## src/hw/rtl/mrf_pkg.sv

```systemverilog
// Shared constants and codes for the MRF ICM label segmenter.
package mrf_pkg;

    localparam int MAX_ROWS    = 64;
    localparam int MAX_COLS    = 64;
    localparam int MAX_CLASSES = 8;
    localparam int STORE_SIZE  = MAX_ROWS * MAX_COLS;

    localparam int ADDR_W = $clog2(STORE_SIZE);
    localparam int ROW_W  = $clog2(MAX_ROWS);
    localparam int COL_W  = $clog2(MAX_COLS);
    localparam int CLS_W  = $clog2(MAX_CLASSES);
    localparam int DIM_W  = 7;
    localparam int CCNT_W = 4;
    localparam int LAB_W  = 3;
    localparam int PIX_W  = 8;
    localparam int Q_W    = 16;
    localparam int E_W    = 48;
    localparam int MUL_A_W = 32;
    localparam int MUL_P_W = MUL_A_W + Q_W;
    localparam int PAIR_W = Q_W + 6;

    localparam int IN_DATA_W  = 72;
    localparam int OUT_DATA_W = 64;

    localparam logic [1:0] OP_LOAD  = 2'd0;
    localparam logic [1:0] OP_WRITE = 2'd1;
    localparam logic [1:0] OP_RUN   = 2'd2;
    localparam logic [1:0] OP_READ  = 2'd3;

    localparam logic KIND_RUN  = 1'b0;
    localparam logic KIND_READ = 1'b1;

    localparam logic [2:0] REG_ROWS   = 3'd0;
    localparam logic [2:0] REG_COLS   = 3'd1;
    localparam logic [2:0] REG_CLASS  = 3'd2;
    localparam logic [2:0] REG_BETA   = 3'd3;
    localparam logic [2:0] REG_THRESH = 3'd4;
    localparam logic [2:0] REG_PASSES = 3'd5;

endpackage

```

## src/hw/rtl/mrf_mul.sv

```systemverilog
// Shared registered unsigned multiplier used for the square and the scale steps.
module mrf_mul (
    input  logic                         clk,
    input  logic                         en,
    input  logic [mrf_pkg::MUL_A_W-1:0]  a,
    input  logic [mrf_pkg::Q_W-1:0]      b,
    output logic [mrf_pkg::MUL_P_W-1:0]  p
);
    import mrf_pkg::*;

    logic [MUL_P_W-1:0] p_reg;

    always_ff @(posedge clk)
    begin
        if (en)
        begin
            p_reg <= MUL_P_W'(a) * MUL_P_W'(b);
        end
    end

    assign p = p_reg;

endmodule

```

## config.mk

```make
export PLATFORM = sky130hd
export DESIGN_NAME = mrf_mul
export DESIGN_NICKNAME = d
export VERILOG_FILES = /design/src/hw/rtl/mrf_pkg.sv /design/src/hw/rtl/mrf_mul.sv
export SDC_FILE = /design/constraint.sdc
export NUM_CORES = 1
export LEC_CHECK = 0
export ABC_AREA = 1
export BUFFER_PORTS_ARGS = -buffer_cell sky130_fd_sc_hd__buf_4
export CAP_MARGIN = 20
export CELL_PAD_IN_SITES_DETAIL_PLACEMENT = 1
export CELL_PAD_IN_SITES_GLOBAL_PLACEMENT = 1
export CORE_UTILIZATION = 45
export DETAILED_ROUTE_END_ITERATION = 8
export PLACE_DENSITY_LB_ADDON = 0.1
export SLEW_MARGIN = 5
export SYNTH_ARGS = -nofsm -noshare
export SYNTH_HDL_FRONTEND = slang
export SYNTH_SLANG_ARGS = --single-unit
```

## constraint.sdc

```tcl
create_clock -name clk -period 16.22 [get_ports clk]
set_clock_uncertainty 0.05 [all_clocks]
set_input_delay 0.811 -clock clk [delete_from_list [all_inputs] [get_ports clk]]
set_output_delay 0.811 -clock clk [all_outputs]
set_load 0.02 [all_outputs]
```

; ---- Word-level counts from Yosys, hierarchy flattened
; Index checks and enable logic that the tools add are counted.
[word_totals]
ff_bits = 48
word_cells = 2
[op_classes]
n_mul = 1
[ops]
columns = operator, n
row1 = multiplier 32 x 16 -> 48 bit, 1

; ---- Logic depth before layout (Yosys ltp)
[depth]
word_depth = 1
ltp_mapped = 27
mapped_depth_nobuf = 25

; ---- Worst setup path before layout
; Ideal clock, no wire load.
[synth_timing]
path_type = input -> register
start = input port a[29] (netlist bit)
end = register p_reg[42] (netlist: p[42]) (data pin)
setup_ps = 252
arrival_time_ps = 5697
slack_ps = 10221
stages = 25
path_cell_list = clkbuf_1 > clkbuf_1 > nand2_1 > fa_1 > inv_1 > fa_1 > inv_1 > fa_1 > inv_1 > fa_1 > fa_1 > inv_1 > fa_1 > inv_1 > ha_1 > nand2_1 > inv_2 > nand2_2 > inv_1 > a21oi_1 > nor2_1 > nor2_1 > nand2_1 > nand2_1 > nand2_1
[synth_via]
elab_chain_len = 1
[synth_lines]
columns = element, line
row1 = start: declaration, mrf_mul.sv:5  ; input logic [mrf_pkg::MUL_A_W-1:0] a,
row2 = multiplier 32 x 16 -> 48 bit, mrf_mul.sv:17  ; p_reg <= MUL_P_W'(a) * MUL_P_W'(b);
row3 = end signal: assignment, mrf_mul.sv:17
row4 = end: declaration, mrf_mul.sv:11  ; logic [MUL_P_W-1:0] p_reg;
; Every way passes these cells.
; A chain may end at the register's enable or synchronous reset.

; ---- Final worst setup path
[layout_timing]
start = input port b[7] (netlist bit)
end = register p_reg[41] (netlist: p[41]) (data pin)
[layout_via]
elab_chain_len = 1
[layout_lines]
columns = element, line
row1 = start: declaration, mrf_mul.sv:6  ; input logic [mrf_pkg::Q_W-1:0] b,
row2 = multiplier 32 x 16 -> 48 bit, mrf_mul.sv:17
; Every way passes these cells.

==> flow_metrics.tcl <==
set metrics [dict create \
    hold_path_class "in -> reg" \
    ys.warnings.count 0 \
    via_count 15300 \
    wl_mm 57.6 \
    max-cap-violations 0 \
    worstSetupEndpoint "p[41]" \
    crit_start "b[7]" \
    cp.arrival_ps 6220 \
    finalHoldViolCount 0 \
    status "finished clean" \
    port_buffers 97 \
    die_w_um 209 \
    numCtsBuffers 5 \
    track_usage 0.281 \
    num_rows 75 \
    setup_viol_count_final 0 \
    synth_seq_area_share 0.0749 \
    routed_via_density 4.93 \
    setup_slack_ps 10000 \
    fmax_mhz 161 \
    start_util 0.458 \
    cts_sinks 48 \
    avgSynthCellArea_um2 7.45 \
    cts_tree "yes" \
    htreeDepth 2 \
    min_period_ps 6220 \
    wl_per_cell_um 18.5 \
    postRouteAntennaNets 0 \
    final_nets 3161 \
    ys_types 25 \
    tightest_slew_ps 679 \
    grt-ovfl-total 0 \
    hpwl_mm 47.8 \
    core_area_mm2 0.0420 \
    pre_cts_ws_ps 9710 \
    grt_pass1_vias 17400 \
    drc 0 \
    maxSlewViolCount 0 \
    worstPathCellList "buf_4 > nand2_1 > fa_1 > inv_1 > fa_1 > fa_1 > fa_1 > fa_1 > inv_1 > fa_1 > inv_1 > ha_1 > nand2_1 > nor2_1 > nand2_1 > nor2_1 > nand2_1 > nand3_2 > nand2_1 > nand3_1 > nand2_1" \
    area_growth_pct 5.96 \
    setup_tns_ps 0 \
    cts_resized 0 \
    crit_slowest_cell "fa_1" \
    worst_ep_required_time_ps 16220 \
    antenna_cells 0 \
    pin_count 98 \
    clk_pin_slew_ps 70 \
    cp_max_fo 32 \
    netlist_area_mm2 0.0192 \
    grt_pass1_wl_mm 94.7 \
    synth_seq_cells 48 \
    drt_iter0_drc 786 \
    max-slew-margin-rel 0.547 \
    largest_reg_flops 48 \
    worst_setup_path_start_kind "input port" \
    cts_root_buf "clkbuf_16" \
    post_cts_buffers 0 \
    syn-num-nets 3169 \
    cts_buffer_depth 2 \
    ctsHoldBuffers 0 \
    antenna_found_initial 0 \
    crit_type "in -> reg" \
    worst_setup_path_end_kind "flop" \
    min_from "a[0]" \
    grt_max_degree 49 \
    syn_inst 2581 \
    slowest_delay_ps 600 \
    post-route-period-util 0.383 \
    rsz0062_at_grt "no" \
    dieArea_mm2 0.0436 \
    place_congestion 0.871 \
    firstDrtPassIters 4 \
    post_route_cells_drive_above_1_share 0.0571 \
    chipHeight_um 209 \
]
## synthesized netlist by cell type, drive strengths merged
library cell | instances | share of area
a21o | 1 | 0.00039
a21oi | 28 | 0.0073
a31oi | 4 | 0.0013
and2 | 1 | 0.00033
clkbuf | 112 | 0.022
edfxtp | 48 | 0.075
fa | 418 | 0.44
ha | 120 | 0.078
inv | 820 | 0.16
nand2 | 869 | 0.17
nand3 | 42 | 0.014
nand4 | 5 | 0.0016
nor2 | 74 | 0.018
nor3 | 3 | 0.00078
nor4 | 1 | 0.00033
o21ai | 1 | 0.00026
o21bai | 5 | 0.0020
or2 | 1 | 0.00033
xnor2 | 6 | 0.0027
xor2 | 22 | 0.010
## layer usage
layer,GRT usage,wire [um],vias to the layer above,share of wire
met5,0,0,-,0
met4,0.0431,614,0,0.011
met3,0.0280,2550,38,0.044
met2,0.472,27800,326,0.48
met1,0.400,26700,7900,0.46
li1,-,-,7082,-
## per-stage QoR
stage,cells,util,area (um2),hold WS (ps)
6_report,3113,0.485,20400,917
5_1_grt,3113,0.485,20400,948
4_1_cts,3113,0.485,20400,915
3_5_place_dp,3105,0.481,20200,1190
3_3_place_gp,3105,0.481,20200,1190
2_1_floorplan,2581,-,19200,873
## worst max-delay path: cells and delay by family
| kind | cells | cell delay [ps] |
|---|---|---|
| adder cells (fa/ha/maj) | 7 | 3530 |
| AND/OR/NAND/NOR | 10 | 1300 |
| buffers and inverters | 4 | 540 |
## logic make-up after synthesis
kind of cell / synth area share
xor+xnor: 0.0127
simple gates: 0.206
flops: 0.0749
buf+inv: 0.182
compound gates: 0.0112
fa+ha+maj: 0.513
## cell type report
class | instances | area [um2]
clock inverter | 2 | 35.0
clock buffer | 6 | 129
inverter | 820 | 3080
sequential | 48 | 1440
multi-input combinational | 1601 | 14300
tap | 539 | 674
fill | 5312 | 21700
timing repair buffer | 97 | 728
## worst min-delay path by stage
stage | end | cells past startpoint
finish | p[0] | 3
global route | p[0] | 3
CTS | p[0] | 3
detailed placement | p[37] | 1
global placement | p[5] | 1
floorplan | p[0] | 0
## cells in the final DEF (no fill, tap or decap)
cell / count
nor2_2: 11
nand2_2: 11
nand3_1: 32
nor4_1: 1
nor2_1: 57
a21o_1: 1
edfxtp_1: 48
bufinv_16: 1
xor2_1: 22
nand2_1: 858
clkinv_2: 1
clkbuf_16: 5
or2_1: 1
inv_1: 815
o21ai_0: 1
a31oi_1: 4
fa_1: 418
nand3_2: 10
nor2_4: 6
ha_1: 120
nand4_1: 5
buf_4: 97
nor3_1: 3
xnor2_1: 6
and2_1: 1
clkbuf_1: 1
o21bai_1: 5
inv_2: 5
a21oi_1: 28
Power is not shown: default switching activity piles up to over one toggle a cycle in this logic, so the estimate is an artifact.
